==> config.mk <==
export PLATFORM = sky130hd
export DESIGN_NAME = multi_client_watchdog_table
export DESIGN_NICKNAME = d
export VERILOG_FILES = /design/src/hw/rtl/mcwt_pkg.sv /design/src/hw/rtl/multi_client_watchdog_table.sv /design/src/hw/rtl/mcwt_cell.sv
export SDC_FILE = /design/constraint.sdc
export NUM_CORES = 2
export LEC_CHECK = 0
export BUFFER_PORTS_ARGS = -buffer_cell sky130_fd_sc_hd__buf_2
export CAP_MARGIN = 25
export CELL_PAD_IN_SITES_DETAIL_PLACEMENT = 0
export CELL_PAD_IN_SITES_GLOBAL_PLACEMENT = 1
export CORE_ASPECT_RATIO = 1.2
export CORE_MARGIN = 2
export CORE_UTILIZATION = 46
export CTS_BUF_LIST = sky130_fd_sc_hd__clkbuf_4 sky130_fd_sc_hd__clkbuf_8 sky130_fd_sc_hd__clkbuf_16
export CTS_CLUSTER_DIAMETER = 150
export CTS_CLUSTER_SIZE = 24
export DETAILED_ROUTE_END_ITERATION = 8
export GPL_TIMING_DRIVEN = 0
export PLACE_DENSITY = 0.74
export SYNTH_ARGS = -nofsm -noshare
export SYNTH_HDL_FRONTEND = slang
export SYNTH_SLANG_ARGS = --single-unit
==> constraint.sdc <==
create_clock -name clk -period 6.44 [get_ports clk]
set_input_delay 0.322 -clock clk [delete_from_list [all_inputs] [get_ports clk]]
set_output_delay 0.322 -clock clk [all_outputs]
set_load 0.03 [all_outputs]
==> src/hw/rtl/mcwt_pkg.sv <==
// Shared types and codes for the multi-client watchdog table.
package mcwt_pkg;

  localparam int unsigned ID_W    = 23;
  localparam int unsigned STAMP_W = 32;
  localparam int unsigned SIG_W   = 7;

  localparam logic [1:0] ACT_REGISTER = 2'd0;
  localparam logic [1:0] ACT_KICK     = 2'd1;
  localparam logic [1:0] ACT_RELEASE  = 2'd2;
  localparam logic [1:0] ACT_CHECK    = 2'd3;

  localparam logic [1:0] KIND_STATUS  = 2'd0;
  localparam logic [1:0] KIND_EXPIRED = 2'd1;
  localparam logic [1:0] KIND_DONE    = 2'd2;

  localparam logic [1:0] ST_OK        = 2'd0;
  localparam logic [1:0] ST_FULL      = 2'd1;
  localparam logic [1:0] ST_NOT_FOUND = 2'd2;

  localparam logic REG_TIMEOUT = 1'b0;
  localparam logic REG_SIGNAL  = 1'b1;

  localparam logic [STAMP_W-1:0] TIMEOUT_RESET = 32'd60000;
  localparam logic [SIG_W-1:0]   SIGNAL_RESET  = 7'd15;

  typedef struct packed {
    logic [ID_W-1:0]    id;
    logic [STAMP_W-1:0] stamp;
  } entry_t;

  typedef struct packed {
    logic push;
    logic kick;
    logic pull;
    logic rotate;
  } cell_ctrl_t;

endpackage

==> src/hw/rtl/multi_client_watchdog_table.sv <==
// Top level of the multi-client watchdog table: control, registers and result stage.
//
//   channel   direction  handshake            payload
//   in        to block   in_valid / in_stall  action, client_id, now
//   out       from block out_valid / out_stall kind, status, expired_id, signal, last
//   cfg       to block   cfg_we               cfg_index, cfg_data
//
// Register, kick and release each give one result in the next cycle.
// A check rotates the slot chain once through its live entries, one slot per cycle
// while the output is not stalled, and then gives its done result.
// No new request is taken while a check walks the table.
// Reset is synchronous; it empties the table and restores both registers.
module multi_client_watchdog_table
  import mcwt_pkg::*;
#(
  parameter int unsigned TABLE_DEPTH = 16
) (
  input  logic                clk,
  input  logic                rst,
  input  logic                in_valid,
  output logic                in_stall,
  input  logic [1:0]          action,
  input  logic [ID_W-1:0]     client_id,
  input  logic [STAMP_W-1:0]  now,
  output logic                out_valid,
  input  logic                out_stall,
  output logic [1:0]          kind,
  output logic [1:0]          status,
  output logic [ID_W-1:0]     expired_id,
  output logic [SIG_W-1:0]    signal,
  output logic                last,
  input  logic                cfg_we,
  input  logic                cfg_index,
  input  logic [STAMP_W-1:0]  cfg_data
);

  localparam int unsigned CNT_W = $clog2(TABLE_DEPTH + 1);

  typedef enum logic [1:0] {
    S_IDLE = 2'b01,
    S_WALK = 2'b10
  } state_t;

  state_t             state;
  logic [CNT_W-1:0]   count;
  logic [CNT_W-1:0]   walk_idx;
  logic [STAMP_W-1:0] now_q;
  logic [STAMP_W-1:0] timeout;
  logic [SIG_W-1:0]   sig_code;

  entry_t             cell_q [TABLE_DEPTH];
  logic [TABLE_DEPTH:0] seen;
  cell_ctrl_t         ctrl;
  entry_t             new_entry;

  logic accept;
  logic out_free;
  logic full;
  logic found;
  logic walk_step;
  logic at_end;
  logic [STAMP_W-1:0] age;
  logic expired;

  assign out_free  = !out_valid || !out_stall;
  assign in_stall  = !((state == S_IDLE) && out_free);
  assign accept    = in_valid && !in_stall;
  assign full      = (count >= CNT_W'(TABLE_DEPTH));
  assign new_entry = '{id: client_id, stamp: now};

  assign walk_step = (state == S_WALK) && out_free;
  assign at_end    = (walk_idx == count);

  assign ctrl.push   = accept && (action == ACT_REGISTER) && !full;
  assign ctrl.kick   = accept && (action == ACT_KICK);
  assign ctrl.pull   = accept && (action == ACT_RELEASE);
  assign ctrl.rotate = walk_step && !at_end;

  assign seen[0] = 1'b0;
  assign found   = seen[TABLE_DEPTH];

  assign age     = now_q - cell_q[0].stamp;
  assign expired = (age > timeout);

  for (genvar i = 0; i < TABLE_DEPTH; i++) begin : g_cell
    entry_t left_e;
    entry_t right_e;

    if (i == 0) begin : g_first
      assign left_e = new_entry;
    end else begin : g_mid
      assign left_e = cell_q[i-1];
    end

    if (i == TABLE_DEPTH - 1) begin : g_end
      assign right_e = cell_q[i];
    end else begin : g_inner
      assign right_e = cell_q[i+1];
    end

    mcwt_cell u_cell (
      .clk      (clk),
      .ctrl     (ctrl),
      .key      (client_id),
      .now      (now),
      .live     (CNT_W'(i) < count),
      .wrap     (CNT_W'(i + 1) == count),
      .seen_in  (seen[i]),
      .left     (left_e),
      .right    (right_e),
      .head     (cell_q[0]),
      .seen_out (seen[i+1]),
      .entry    (cell_q[i])
    );
  end

  always_ff @(posedge clk) begin
    if (rst) begin
      state     <= S_IDLE;
      count     <= '0;
      walk_idx  <= '0;
      out_valid <= 1'b0;
      timeout   <= TIMEOUT_RESET;
      sig_code  <= SIGNAL_RESET;
    end else begin
      if (cfg_we) begin
        case (cfg_index)
          REG_TIMEOUT: timeout  <= cfg_data;
          REG_SIGNAL:  sig_code <= cfg_data[SIG_W-1:0];
          default: ;
        endcase
      end

      if (out_valid && !out_stall) begin
        out_valid <= 1'b0;
      end

      case (state)
        S_IDLE: begin
          if (accept) begin
            kind       <= KIND_STATUS;
            status     <= ST_OK;
            expired_id <= '0;
            signal     <= '0;
            last       <= 1'b1;
            case (action)
              ACT_REGISTER: begin
                out_valid <= 1'b1;
                if (full) begin
                  status <= ST_FULL;
                end else begin
                  count <= count + 1'b1;
                end
              end
              ACT_KICK: begin
                out_valid <= 1'b1;
                if (!found) begin
                  status <= ST_NOT_FOUND;
                end
              end
              ACT_RELEASE: begin
                out_valid <= 1'b1;
                if (found) begin
                  count <= count - 1'b1;
                end else begin
                  status <= ST_NOT_FOUND;
                end
              end
              ACT_CHECK: begin
                now_q    <= now;
                walk_idx <= '0;
                state    <= S_WALK;
              end
              default: ;
            endcase
          end
        end
        S_WALK: begin
          if (walk_step) begin
            if (at_end) begin
              out_valid  <= 1'b1;
              kind       <= KIND_DONE;
              status     <= ST_OK;
              expired_id <= '0;
              signal     <= '0;
              last       <= 1'b1;
              state      <= S_IDLE;
            end else begin
              walk_idx <= walk_idx + 1'b1;
              if (expired) begin
                out_valid  <= 1'b1;
                kind       <= KIND_EXPIRED;
                status     <= ST_OK;
                expired_id <= cell_q[0].id;
                signal     <= sig_code;
                last       <= 1'b0;
              end
            end
          end
        end
        default: state <= S_IDLE;
      endcase
    end
  end

`ifndef SYNTH
  a_count_bound: assert property (@(posedge clk) disable iff (rst)
    count <= CNT_W'(TABLE_DEPTH))
    else $error("entry count exceeds table depth");

  a_walk_blocks_input: assert property (@(posedge clk) disable iff (rst)
    (state == S_WALK) |-> in_stall)
    else $error("request taken during a check walk");

  a_walk_count_stable: assert property (@(posedge clk) disable iff (rst)
    (state == S_WALK) |=> $stable(count))
    else $error("entry count changed during a check walk");

  a_walk_idx_bound: assert property (@(posedge clk) disable iff (rst)
    (state == S_WALK) |-> (walk_idx <= count))
    else $error("walk index ran past the live entries");
`endif

endmodule

==> src/hw/rtl/mcwt_cell.sv <==
// One table slot: holds an entry and trades it with its neighbors.
module mcwt_cell
  import mcwt_pkg::*;
(
  input  logic                clk,
  input  cell_ctrl_t          ctrl,
  input  logic [ID_W-1:0]     key,
  input  logic [STAMP_W-1:0]  now,
  input  logic                live,
  input  logic                wrap,
  input  logic                seen_in,
  input  entry_t              left,
  input  entry_t              right,
  input  entry_t              head,
  output logic                seen_out,
  output entry_t              entry
);

  logic hit;
  logic first;

  assign hit      = live && (ctrl.kick || ctrl.pull) && (entry.id == key);
  assign seen_out = seen_in || hit;
  assign first    = hit && !seen_in;

  always_ff @(posedge clk) begin
    if (ctrl.push) begin
      entry <= left;
    end else if (ctrl.kick && first) begin
      entry.stamp <= now;
    end else if (ctrl.pull && seen_out) begin
      entry <= right;
    end else if (ctrl.rotate) begin
      entry <= wrap ? head : right;
    end
  end

endmodule

==> out/qor.csv <==
metric;value;unit
outcome;complete, but fails checks;
failing checks;setup timing;
Pleak;0.02423;uW
# IOs;132;
synthesized area;60320;um^2
CTS tree;built;
Core ar.;130100;um^2
WL/cell;35.54;um
Area Growth Syn to Fin;9.810;%
root buffer cell;clkbuf_16;
mux cell area share after synthesis;0.1264;
input/output buffers;105;
kind of critical path;flip-flop to flip-flop;
cell area power density;265.5;nW/um^2
Startpoint Class;flip-flop;
Starting Density;0.4637;
dpl hpwl;212.9;mm
Critical R2R Launch;count[1]$_SDFFE_PP0P_;
chip height;400.7;um
Post-Synth Simple-Gate Area;0.1192;
flops & latches, synth;999;
critical path's slowest cell;nor2_1;
worst endpoint required time;6.87;ns
worst-case vdd ir drop;0.2220;mV
Worst Max-Slew Pin Slew;1.206;ns
fin. max-slew vios;0;
most common cell after layout, fill and taps aside;edfxtp_1;
Critical R2R Capture;g_cell[11].u_cell.entry[10]$_DFFE_PP_;
CP max FO;18;
Final Skew;0.05057;ns
EDFF count, synth;947;
RSZ-0062 raised after global routing;false;
total grt overflow;0;
Power Total;17590;uW
Arrival @ worst endpoint;6.89;ns
Worst-Skew Late Latency;0.74;ns
syn nets;5996;
Die X-Extent;334.6;um
drt pass-1 iters;6;
Clock Sinks;999;
Critical Path End;g_cell[11].u_cell.entry[10]$_DFFE_PP_;
final worst slack;-0.01779;ns
Synth Flop Type;edfxtp_1;
vias after detailed routing;51710;
Vias/cell;6.604;
Reg2Reg Setup Slack;-0.02;ns
Post-Synth Adder-Cell Area;0.01610;
largest net degree at the start of global routing;31;
initial antenna violation count;7;
final core utilization;0.5092;
GR Util All Layers;0.4061;
clk buf depth;3;
post-synthesis compound-gate area fraction;0.1426;
Reg2Reg Depth;13;
Period minus WS final;6.458;ns
layout cells sized above 1;0.09591;
synth warn;0;
worst hold path type;primary input to flip-flop;
ys async rst share;0;
syn_area_per_cell;10.36;um^2
Total Negative Setup Slacks;-0.1113;ns
Critical Path Sink Type;flip-flop;
DRT antenna net count;0;
Hold Vio Cnt, Final;0;
most frequent CP cell;nor2_1;
GPL Wtd Cong;0.9881;
wirelength, routed;278.3;mm
clock slew at reported path FFs;0.10;ns
max_cap viols;0;
row count;145;
Critical Path Source;count[1]$_SDFFE_PP0P_;
Post-Synth XOR/XNOR Area;0.05895;
most frequent cells in the layout;edfxtp_1, mux2i_1, nand2_1;
period utilization;1.003;
# DRC;0;
crit-path max cell delay;0.91;ns
Iteration-0 DRC Markers;6326;
worst-path cell chain;buf_2, nor2_1, a2111oi_4, buf_6, nand3_1, nor2_1, or3_1, nor3_2, nand4_2, nor4b_4, clkbuf_1, nand2b_2, buf_12;
Setup Viol. Count Final;13;
TritonCTS Buffers;47;
sequential share of the synthesized area;0.4887;
largest family of logic cells by synthesized area;compound AO/OA/AOI/OAI gates;
Syn Inst Count;5824;
Die ar.;134100;um^2
H-tree depth;2;
relative slew slack;0.1959;
nets;6283;
fmax;154.9;MHz
number of global-route vias before repair;51650;
first-pass GRT wire length;387.0;mm
Distinct cells, synth;86;
==> area by class of cell <==
class	instances	area, um^2
fillers	12210	63850
flip-flops and latches	999	29480
multi-input cells	4195	28220
plain buffers	547	2585
repair buffers	238	2137
well taps	1690	2115
clock buffers	66	1336
inverters	83	311.5
clock inverters	3	36.28
diodes	8	20.02
==> worst min-delay path by stage <==
stage	start	end	slack (ns)	cells past startpoint
final	in_valid	out_valid$_SDFF_PP0_	0.10	5
after global routing	in_valid	out_valid$_SDFF_PP0_	0.14	5
after global placement	sig_code[3]$_SDFFE_PP1P_	sig_code[3]$_SDFFE_PP1P_	0.44	1
after detailed placement	sig_code[3]$_SDFFE_PP1P_	sig_code[3]$_SDFFE_PP1P_	0.45	1
after floorplan	now[0]	now_q[0]$_DFFE_PP_	0.42	0
after CTS	in_valid	out_valid$_SDFF_PP0_	0.09	5
==> repair_timing <==
item                                   CTS  global route
setup buffers                            0             5
setup endpoints to repair               35            35
resized for setup                        4             6
hold buffers                            67             0
endpoints found under the hold margin   71             0
pin swaps                                0             3
==> registers in the layout (all words and copies together) (netlist names), 5 cells and up <==
register             count
expired_id              23
walk_idx                 5
now_q                   32
sig_code                 7
count                    5
g_cell.u_cell.entry    880
signal                   7
timeout                 32
==> cells in the mapped netlist (all sizes together), types with 112 or more instances <==
cell type | n | area share
nor2 | 315 | 0.020
and3 | 144 | 0.015
xnor2 | 129 | 0.019
mux2i | 664 | 0.11
nand2 | 642 | 0.040
buf | 199 | 0.021
a21oi | 348 | 0.029
clkbuf | 348 | 0.022
xor2 | 277 | 0.040
o21ai | 622 | 0.052
a21o | 112 | 0.014
edfxtp | 947 | 0.47
==> power by group <==
part / leakage (uW) / switching, uW / total [uW] / internal, uW
logic: 0.0145 / 3580 / 5070 / 1490
registers: 0.00908 / 470 / 8660 / 8190
clock network: 0.000692 / 2390 / 3860 / 1470
==> cell families (layout without fill, tap and decap cells) <==
| logic type | count (synthesis) | in the layout |
|---|---|---|
| fa+ha+maj | 77 | 77 |
| xor+xnor | 406 | 406 |
| simple gates | 1512 | 1512 |
| other cells | 0 | 8 |
| flops | 999 | 999 |
| mux | 751 | 751 |
| buf+inv | 630 | 937 |
| compound gates | 1449 | 1449 |
==> critical path: cells and delay by family, from the launching register on <==
| kind | cells | cell delay (ns) |
|---|---|---|
| buffers and inverters | 4 | 1.39 |
| flip-flops | 1 | 0.35 |
| AO/OA/AOI/OAI | 1 | 0.18 |
| AND/OR/NAND/NOR | 8 | 4.17 |
==> per-layer routing <==
layer  wire length, um  share of wire  track usage  up-vias
li1                  -              -            -    21990
met4             28450           0.10       0.3434        8
met1             99800           0.36       0.4683    25680
met2            128800           0.46       0.6545     3081
met5                69        0.00025            0        -
met3             21170          0.076      0.07330      949
==> per-stage QoR <==
stage	area (um^2)	hold slack, ns	cells	worst slack (ns)
6_report	66230	0.1028	7829	-0.01779
5_1_grt	66210	0.1379	7821	0.008471
4_1_cts	66060	0.09264	7808	0.002204
3_5_place_dp	63990	0.4455	7672	-0.5414
3_3_place_gp	62960	0.4421	7619	-3.206
2_1_floorplan	60320	0.4209	5824	0.2162
Power figures use the tool's default switching activity.
